**src/hw/rtl/kbsb_pkg.sv**
```systemverilog
// Package with the types, key codes and defaults shared by the scancode buffer.
`default_nettype none

package kbsb_pkg;

  // Default number of entries in the key ring.
  localparam int unsigned KBSB_BUFFER_DEPTH = 16;

  // Width of one stored make code.
  localparam int unsigned KEY_W = 7;

  // Request kinds on the input channel.
  localparam logic REQ_SCAN = 1'b0;
  localparam logic REQ_READ = 1'b1;

  // Set-1 make codes that get special handling.
  localparam logic [KEY_W-1:0] KEY_ESC       = 7'h01;
  localparam logic [KEY_W-1:0] KEY_LCTRL     = 7'h1D;
  localparam logic [KEY_W-1:0] KEY_LSHIFT    = 7'h2A;
  localparam logic [KEY_W-1:0] KEY_C         = 7'h2E;
  localparam logic [KEY_W-1:0] KEY_RSHIFT    = 7'h36;
  localparam logic [KEY_W-1:0] KEY_LALT      = 7'h38;
  localparam logic [KEY_W-1:0] KEY_CAPS      = 7'h3A;
  // First function key; it and every code above it are never stored,
  // which also covers F11, F12 and the extended prefix.
  localparam logic [KEY_W-1:0] KEY_FIRST_FN  = 7'h3B;

  // Sequencer states.
  typedef enum logic {
    ST_IDLE,
    ST_READ
  } kbsb_state_e;

  // Actions decoded from one scancode.
  typedef struct packed {
    logic ctrl_wr;
    logic ctrl_val;
    logic shift_wr;
    logic shift_val;
    logic caps_toggle;
    logic ctrl_c;
    logic store;
  } kbsb_act_t;

endpackage : kbsb_pkg

`default_nettype wire

```
**src/hw/rtl/keyboard_scancode_buffer_core.sv**
```systemverilog
// Top level of the keyboard scancode buffer: flags, ring pointers and key RAM.
//
//   Channel  Direction  Handshake             Payload
//   in       sink       in_valid_i/in_stall_o  req_type_i, scancode_i
//   out      source     out_valid_o/out_stall_i key_code_o, key_valid_o, ctrl_c_event_o,
//                                               upper_case_o, shift_held_o, ctrl_held_o
//
// A scancode or a read of an empty ring is loaded straight into the output
// register; a read that pops a code first passes the registered key RAM read.
// Reset clears the pointers, the modifier flags and the sequencer; the RAM
// is not cleared and is only read at entries already written.
// A result is held in the output register until taken; a new transaction is
// accepted in the same cycle that the previous result leaves.
`default_nettype none

module keyboard_scancode_buffer_core
  import kbsb_pkg::*;
#(
  parameter int unsigned BUFFER_DEPTH = KBSB_BUFFER_DEPTH
) (
  input  wire logic             clk_i,
  input  wire logic             rst_ni,
  input  wire logic             in_valid_i,
  output logic                  in_stall_o,
  input  wire logic             req_type_i,
  input  wire logic [7:0]       scancode_i,
  output logic                  out_valid_o,
  input  wire logic             out_stall_i,
  output logic      [KEY_W-1:0] key_code_o,
  output logic                  key_valid_o,
  output logic                  ctrl_c_event_o,
  output logic                  upper_case_o,
  output logic                  shift_held_o,
  output logic                  ctrl_held_o
);

  localparam int unsigned PtrW = (BUFFER_DEPTH > 1) ? $clog2(BUFFER_DEPTH) : 1;
  localparam logic [PtrW-1:0] PtrLast = PtrW'(BUFFER_DEPTH - 1);

  kbsb_state_e      state_q, state_d;
  logic [PtrW-1:0]  wptr_q, wptr_d, rptr_q, rptr_d;
  logic             ctrl_q, ctrl_d, shift_q, shift_d, caps_q, caps_d;
  logic             out_valid_q, out_valid_d;
  logic [KEY_W-1:0] key_code_q;
  logic             key_valid_q, ctrl_c_q, upper_q, shift_out_q, ctrl_out_q;

  logic             out_free;
  logic             in_acc;
  logic             acc_scan;
  logic             acc_read;
  logic             ring_empty;
  logic             load_now;
  logic             load_pop;
  logic             ram_rd_en;
  logic [KEY_W-1:0] ram_rd_data;
  kbsb_act_t        act;

  // Scancode decode.
  kbsb_decode u_decode (
    .scancode_i  (scancode_i),
    .ctrl_held_i (ctrl_q),
    .act_o       (act)
  );

  // Key ring storage.
  kbsb_ram #(
    .WIDTH (KEY_W),
    .DEPTH (BUFFER_DEPTH)
  ) u_ram (
    .clk_i     (clk_i),
    .wr_en_i   (acc_scan && act.store),
    .wr_addr_i (wptr_q),
    .wr_data_i (scancode_i[KEY_W-1:0]),
    .rd_en_i   (ram_rd_en),
    .rd_addr_i (rptr_q),
    .rd_data_o (ram_rd_data)
  );

  assign ring_empty = (rptr_q == wptr_q);
  assign out_free   = !out_valid_q || !out_stall_i;
  assign in_acc     = in_valid_i && !in_stall_o;
  assign acc_scan   = in_acc && (req_type_i == REQ_SCAN);
  assign acc_read   = in_acc && (req_type_i == REQ_READ);

  // Sequencer: next state, handshake and output register loads.
  always_comb begin
    state_d    = state_q;
    in_stall_o = 1'b1;
    ram_rd_en  = 1'b0;
    load_now   = 1'b0;
    load_pop   = 1'b0;
    case (state_q)
      ST_IDLE: begin
        in_stall_o = !out_free;
        if (acc_read && !ring_empty) begin
          ram_rd_en = 1'b1;
          state_d   = ST_READ;
        end else if (in_acc) begin
          load_now = 1'b1;
        end
      end
      ST_READ: begin
        load_pop = 1'b1;
        state_d  = ST_IDLE;
      end
      default: begin
        state_d = ST_IDLE;
      end
    endcase
  end

  // Flag and pointer updates.
  always_comb begin
    ctrl_d  = ctrl_q;
    shift_d = shift_q;
    caps_d  = caps_q;
    wptr_d  = wptr_q;
    rptr_d  = rptr_q;
    if (acc_scan) begin
      if (act.ctrl_wr) begin
        ctrl_d = act.ctrl_val;
      end
      if (act.shift_wr) begin
        shift_d = act.shift_val;
      end
      if (act.caps_toggle) begin
        caps_d = !caps_q;
      end
      if (act.store) begin
        wptr_d = (wptr_q == PtrLast) ? '0 : wptr_q + 1'b1;
      end
    end
    if (load_pop) begin
      rptr_d = (rptr_q == PtrLast) ? '0 : rptr_q + 1'b1;
    end
  end

  // Output valid tracking.
  always_comb begin
    out_valid_d = out_valid_q;
    if (out_valid_q && !out_stall_i) begin
      out_valid_d = 1'b0;
    end
    if (load_now || load_pop) begin
      out_valid_d = 1'b1;
    end
  end

  // Control registers.
  always_ff @(posedge clk_i or negedge rst_ni) begin
    if (!rst_ni) begin
      state_q     <= ST_IDLE;
      wptr_q      <= '0;
      rptr_q      <= '0;
      ctrl_q      <= 1'b0;
      shift_q     <= 1'b0;
      caps_q      <= 1'b0;
      out_valid_q <= 1'b0;
    end else begin
      state_q     <= state_d;
      wptr_q      <= wptr_d;
      rptr_q      <= rptr_d;
      ctrl_q      <= ctrl_d;
      shift_q     <= shift_d;
      caps_q      <= caps_d;
      out_valid_q <= out_valid_d;
    end
  end

  // Result payload register.
  always_ff @(posedge clk_i) begin
    if (load_now || load_pop) begin
      key_code_q  <= load_pop ? ram_rd_data : '0;
      key_valid_q <= load_pop;
      ctrl_c_q    <= acc_scan && act.ctrl_c;
      upper_q     <= caps_d ^ shift_d;
      shift_out_q <= shift_d;
      ctrl_out_q  <= ctrl_d;
    end
  end

  assign out_valid_o    = out_valid_q;
  assign key_code_o     = key_code_q;
  assign key_valid_o    = key_valid_q;
  assign ctrl_c_event_o = ctrl_c_q;
  assign upper_case_o   = upper_q;
  assign shift_held_o   = shift_out_q;
  assign ctrl_held_o    = ctrl_out_q;

  // While a pop waits on the RAM, no new transaction may enter.
  assert property (@(posedge clk_i) disable iff (!rst_ni)
    (state_q == ST_READ) |-> in_stall_o)
    else $error("transaction accepted during a pending pop");

  // A read of a non-empty ring always goes to the RAM wait state.
  assert property (@(posedge clk_i) disable iff (!rst_ni)
    (acc_read && !ring_empty) |=> (state_q == ST_READ))
    else $error("pop did not start a RAM read");

  // A stored key always moves the write pointer.
  assert property (@(posedge clk_i) disable iff (!rst_ni)
    (acc_scan && act.store) |=> (wptr_q != $past(wptr_q)))
    else $error("write pointer did not advance on store");

  // A popped key and a Ctrl+C event never appear in the same result.
  assert property (@(posedge clk_i) disable iff (!rst_ni)
    out_valid_o |-> !(key_valid_o && ctrl_c_event_o))
    else $error("pop and Ctrl+C in one result");

  // A result without a popped key carries a zero code.
  assert property (@(posedge clk_i) disable iff (!rst_ni)
    (out_valid_o && !key_valid_o) |-> (key_code_o == '0))
    else $error("nonzero key code without a valid key");

endmodule : keyboard_scancode_buffer_core

`default_nettype wire

```
**src/hw/rtl/kbsb_ram.sv**
```systemverilog
// Generic single-write, single-read RAM with a registered read port.
`default_nettype none

module kbsb_ram #(
  parameter int unsigned WIDTH = 8,
  parameter int unsigned DEPTH = 16,
  localparam int unsigned AW   = (DEPTH > 1) ? $clog2(DEPTH) : 1
) (
  input  wire logic             clk_i,
  input  wire logic             wr_en_i,
  input  wire logic [AW-1:0]    wr_addr_i,
  input  wire logic [WIDTH-1:0] wr_data_i,
  input  wire logic             rd_en_i,
  input  wire logic [AW-1:0]    rd_addr_i,
  output logic      [WIDTH-1:0] rd_data_o
);

  logic [WIDTH-1:0] mem_q [DEPTH];
  logic [WIDTH-1:0] rd_data_q;

  // Write port.
  always_ff @(posedge clk_i) begin
    if (wr_en_i) begin
      mem_q[wr_addr_i] <= wr_data_i;
    end
  end

  // Registered read port.
  always_ff @(posedge clk_i) begin
    if (rd_en_i) begin
      rd_data_q <= mem_q[rd_addr_i];
    end
  end

  assign rd_data_o = rd_data_q;

endmodule : kbsb_ram

`default_nettype wire

```
**src/hw/rtl/kbsb_decode.sv**
```systemverilog
// Scancode decoder: turns one set-1 byte into flag updates and a store request.
`default_nettype none

module kbsb_decode
  import kbsb_pkg::*;
(
  input  wire logic [7:0] scancode_i,
  input  wire logic       ctrl_held_i,
  output kbsb_act_t       act_o
);

  logic             released;
  logic [KEY_W-1:0] key;
  logic             is_ctrl;
  logic             is_ctrl_c;
  logic             is_shift;
  logic             is_other;

  assign released = scancode_i[7];
  assign key      = scancode_i[KEY_W-1:0];

  // Modifier keys take priority in this order: Ctrl, Ctrl+C, Shift.
  assign is_ctrl   = (key == KEY_LCTRL);
  assign is_ctrl_c = (key == KEY_C) && !released && ctrl_held_i;
  assign is_shift  = (key == KEY_LSHIFT) || (key == KEY_RSHIFT);
  assign is_other  = !is_ctrl && !is_ctrl_c && !is_shift;

  // Build the action set. Only make codes of ordinary keys are stored.
  always_comb begin
    act_o             = '0;
    act_o.ctrl_wr     = is_ctrl;
    act_o.ctrl_val    = !released;
    act_o.shift_wr    = is_shift;
    act_o.shift_val   = !released;
    act_o.ctrl_c      = is_ctrl_c;
    act_o.caps_toggle = is_other && !released && (key == KEY_CAPS);
    act_o.store       = is_other && !released && (key > KEY_ESC) && (key < KEY_FIRST_FN) &&
                        (key != KEY_LALT) && (key != KEY_CAPS);
  end

endmodule : kbsb_decode

`default_nettype wire

```
**config.mk**
```make
export PLATFORM = sky130hd
export DESIGN_NAME = keyboard_scancode_buffer_core
export DESIGN_NICKNAME = d
export VERILOG_FILES = /design/src/hw/rtl/kbsb_pkg.sv /design/src/hw/rtl/keyboard_scancode_buffer_core.sv /design/src/hw/rtl/kbsb_ram.sv /design/src/hw/rtl/kbsb_decode.sv
export SDC_FILE = /design/constraint.sdc
export NUM_CORES = 1
export LEC_CHECK = 0
export ABC_CLOCK_PERIOD_IN_PS = 2500
export BUFFER_PORTS_ARGS = -buffer_cell sky130_fd_sc_hd__buf_2
export CORE_MARGIN = 2
export CORE_UTILIZATION = 50
export DETAILED_ROUTE_END_ITERATION = 10
export GPL_ROUTABILITY_DRIVEN = 0
export HOLD_SLACK_MARGIN = 0.05
export PLACE_DENSITY = 0.77
export SLEW_MARGIN = 5
export SYNTH_ARGS = -nofsm -noshare
export SYNTH_HDL_FRONTEND = slang
export SYNTH_SLANG_ARGS = --single-unit
```
**constraint.sdc**
```tcl
create_clock -name clk_i -period 2.5 [get_ports clk_i]
set_input_delay 0 -clock clk_i [delete_from_list [all_inputs] [get_ports clk_i]]
set_output_delay 0 -clock clk_i [all_outputs]
set_load 0.005 [all_outputs]
```
==> results.py <==
metrics = {
    "clock_network": {
        "ctsHtreeMaxLevel": 4,
        "clock_sink_count": 144,
        "clock_latency_ns": 0.42,
        "cts_buffers": 17,
        "clk_path_buf_depth": 2,
        "cts_tree": "yes",
        "root_buffer": "clkbuf_16",
        "clock_pin_slew_reported_for_the_worst_setup_and_hold_paths_after_clock_tree_synthesis_ns": 0.06,
    },
    "power_and_ir_drop": {
        "p_leak_nw": 2.43,
        "total_power_mw": 7.08,
        "power_density_mw_per_mm2": 1020,
        "vdd.ir_drop.worst_mv": 0.794,
    },
    "worst_hold_path": {
        "timing.hold.worst.class": "in2reg",
    },
    "worst_setup_path": {
        "maximum_net_fanout_on_the_critical_path": 7,
        "timing.critical_path.cells": "xor2_1 > o41ai_1 > nor2_1 > dlygate4sd3_1",
        "cp_num_buf_inv": 1,
        "critical_path_required_ns": 2.79,
        "start_kind": "flop",
        "cp_slowest_stage_delay_ns": 0.69,
        "worstPathArrival_ns": 2.59,
        "crit_type": "reg2reg",
        "setup.reg_to_reg.worst_slack_ns": 0.19,
        "crit_path_max_delay_family": "compound AO/OA/AOI/OAI gates",
        "worst_setup_path_end_kind": "flop",
        "timing.critical_path.slowest_stage_cell": "o41ai_1",
    },
    "placement": {
        "place_hpwl_um": 7500,
        "port_buffers": 26,
        "placedInstanceArea_mm2": 0.00618,
    },
    "final_layout": {
        "drive_gt1_share_pct": 34.1,
        "n_antenna_cell": 0,
        "fillCellCount": 768,
        "layout_common_cells": "edfxtp_1, mux4_2, buf_2",
        "fin_area_mm2": 0.00698,
        "area.growth.synth_to_final_pct": 19.9,
        "mostFrequentLayoutCell": "edfxtp_1",
        "layout.nets": 372,
    },
    "floorplanning": {
        "fp-row-count": 39,
        "chipWidth_um": 112,
        "core_area_mm2": 0.0114,
        "floorplan.die.height_um": 112,
        "start_util_pct": 51.2,
        "die-area_mm2": 0.0125,
        "floorplan.io_pins": 27,
    },
    "sta": {
        "timing.final.hold_violations": 0,
        "fin_setup_tns_ns": 0,
        "finalClockSkew_ns": 0.0112,
        "drv_slew": 0,
        "max_freq_ghz": 0.434,
        "slew-limit-headroom_pct": 53.6,
        "slew_worst_pin_ns": 0.687,
        "finalSetupViolations": 0,
        "rsz0062_at_grt": "false",
        "period_minus_slack_ns": 2.31,
        "fin_crit_sh_pct": 92.2,
        "hold_slack_final_ns": 0.0500,
    },
    "outcome": {
        "status": "completed",
    },
    "yosys": {
        "synth_warnings": 0,
        "yosys.area.top_type": "edfxtp_1",
        "synthesis.area_per_instance_um2": 19.8,
        "synthesis.nets": 312,
        "synth.yosys.seq_area_share_pct": 73.2,
        "post_synthesis_cell_count": 294,
        "yosys.cell_types.count": 45,
        "netlist_top_cells_area": "edfxtp_1, mux4_2, dfrtp_1",
        "synth.ff_latch_count": 144,
        "netlist.area_leader.share_pct": 67.6,
        "ys_async_sr_fraction_pct": 9.03,
        "synth_flop_cell": "edfxtp_1",
        "number_of_flops_mapped_to_enable_cells_by_yosys": 131,
        "synth_area_mm2": 0.00582,
    },
    "route": {
        "wl_um": 11500,
        "final_antenna_net_count": 0,
        "drcViolationCount": 0,
        "post_dr_wirelength_cell_um": 22.6,
        "dr.pass1.iters": 4,
        "num_vias": 3011,
        "routed_via_density": 5.90,
        "detail_route.iter0.violations": 426,
    },
    "global_routing": {
        "grt_start_max_net_pins": 33,
        "grt_usage_pct": 19.8,
        "grt_remaining_overflow": 0,
        "initial_antenna_violation_count": 0,
        "first_pass_grt_wire_length_um": 17800,
        "number_of_global_route_vias_before_repair": 3058,
    },
    "run": {
        "cap_violations": 0,
    },
}
[cell usage after synthesis, types with 2 or more instances]
cell	instances
a21oi_1	2
a21oi_2	2
and2_1	12
and3_1	10
and3_2	3
buf_1	2
buf_2	3
clkbuf_1	7
dfrtp_1	13
edfxtp_1	131
ha_1	5
inv_1	8
mux2_2	3
mux2i_1	2
mux4_2	35
nand2_1	8
nand2b_1	3
nand3_1	2
nor2_1	5
nor4_1	3
o21ai_0	5
xor2_1	7
[through the flow]
stage               setup WS, ns  instances  util (%)
CTS                       0.0326        509      61.1
detailed placement        0.0496        463      54.4
global placement           0.155        463      54.4
floorplan                  0.274        294         -
global route              0.0383        510      61.4
finish                     0.194        510      61.4
[worst register-to-register path, delay by kind of cell (launching register included)]
| kind | cells | cell delay, ns |
|---|---|---|
| buf+inv | 1 | 0.63 |
| compound gates | 1 | 0.69 |
| flops | 1 | 0.46 |
| xor+xnor | 1 | 0.19 |
| simple gates | 1 | 0.21 |
[path summary, 6_finish.rpt]
path,startpoint,end,depth (start not counted)
worst min-delay path,scancode_i[0],u_ram.mem_q[13][0],2
max in group asynchronous,rst_ni,rptr_q[0],3
worst max-delay path,wptr_q[2],state_q,4
min in group asynchronous,rst_ni,rptr_q[2],3
worst min register to register,caps_q,caps_q,1
worst max register to register,wptr_q[2],state_q,4
[layout make-up]
cell class	count	area (um^2)	area share, %
well taps	143	179	2.57
inverters	9	33.8	0.484
clock inverters	13	191	2.74
multi-input cells	128	1480	21.2
repair buffers	54	400	5.74
flip-flops and latches	144	4260	61.1
clock buffers	19	433	6.21
[routing by layer]
layer	GRT usage [%]	wire, um
met3	5.06	707
met2	30.7	5780
met1	26.9	4760
met4	8.97	300
met5	0	0
[where the power goes]
part	switching, mW	internal [mW]
registers	0.111	2.80
clock network	0.910	1.75
logic	0.741	0.769
[cell families (layout without fill, tap and decap cells)]
| group | after synthesis | in the layout | synth area share, % |
|---|---|---|---|
| flip-flops | 144 | 144 | 73.2 |
| AND/OR/NAND/NOR | 60 | 60 | 6.67 |
| multiplexers | 40 | 40 | 14.5 |
| buffers and inverters | 22 | 95 | 1.61 |
| AO/OA/AOI/OAI | 15 | 15 | 1.78 |
| XOR/XNOR | 8 | 8 | 1.20 |
| adder cells (fa/ha/maj) | 5 | 5 | 1.08 |
[registers in the layout, indices dropped and copies added, names as in the netlist]
signal           flops
upper_case_o         1
state_q              1
ctrl_c_event_o       1
ctrl_q               1
key_valid_o          1
shift_held_o         1
key_code_o           7
u_ram.rd_data_o      7
rptr_q               4
u_ram.mem_q        112
wptr_q               4
out_valid_o          1
caps_q               1
shift_q              1
ctrl_held_o          1
[what timing repair did]
item | in CTS | in global routing
setup buffers | 0 | 1
endpoints found under the hold margin | 55 | 0
hold buffers | 14 | 0
endpoints found under the setup margin | 0 | 70
gates resized for setup | 0 | 9
Note: power is estimated with default switching activity, not from simulation.
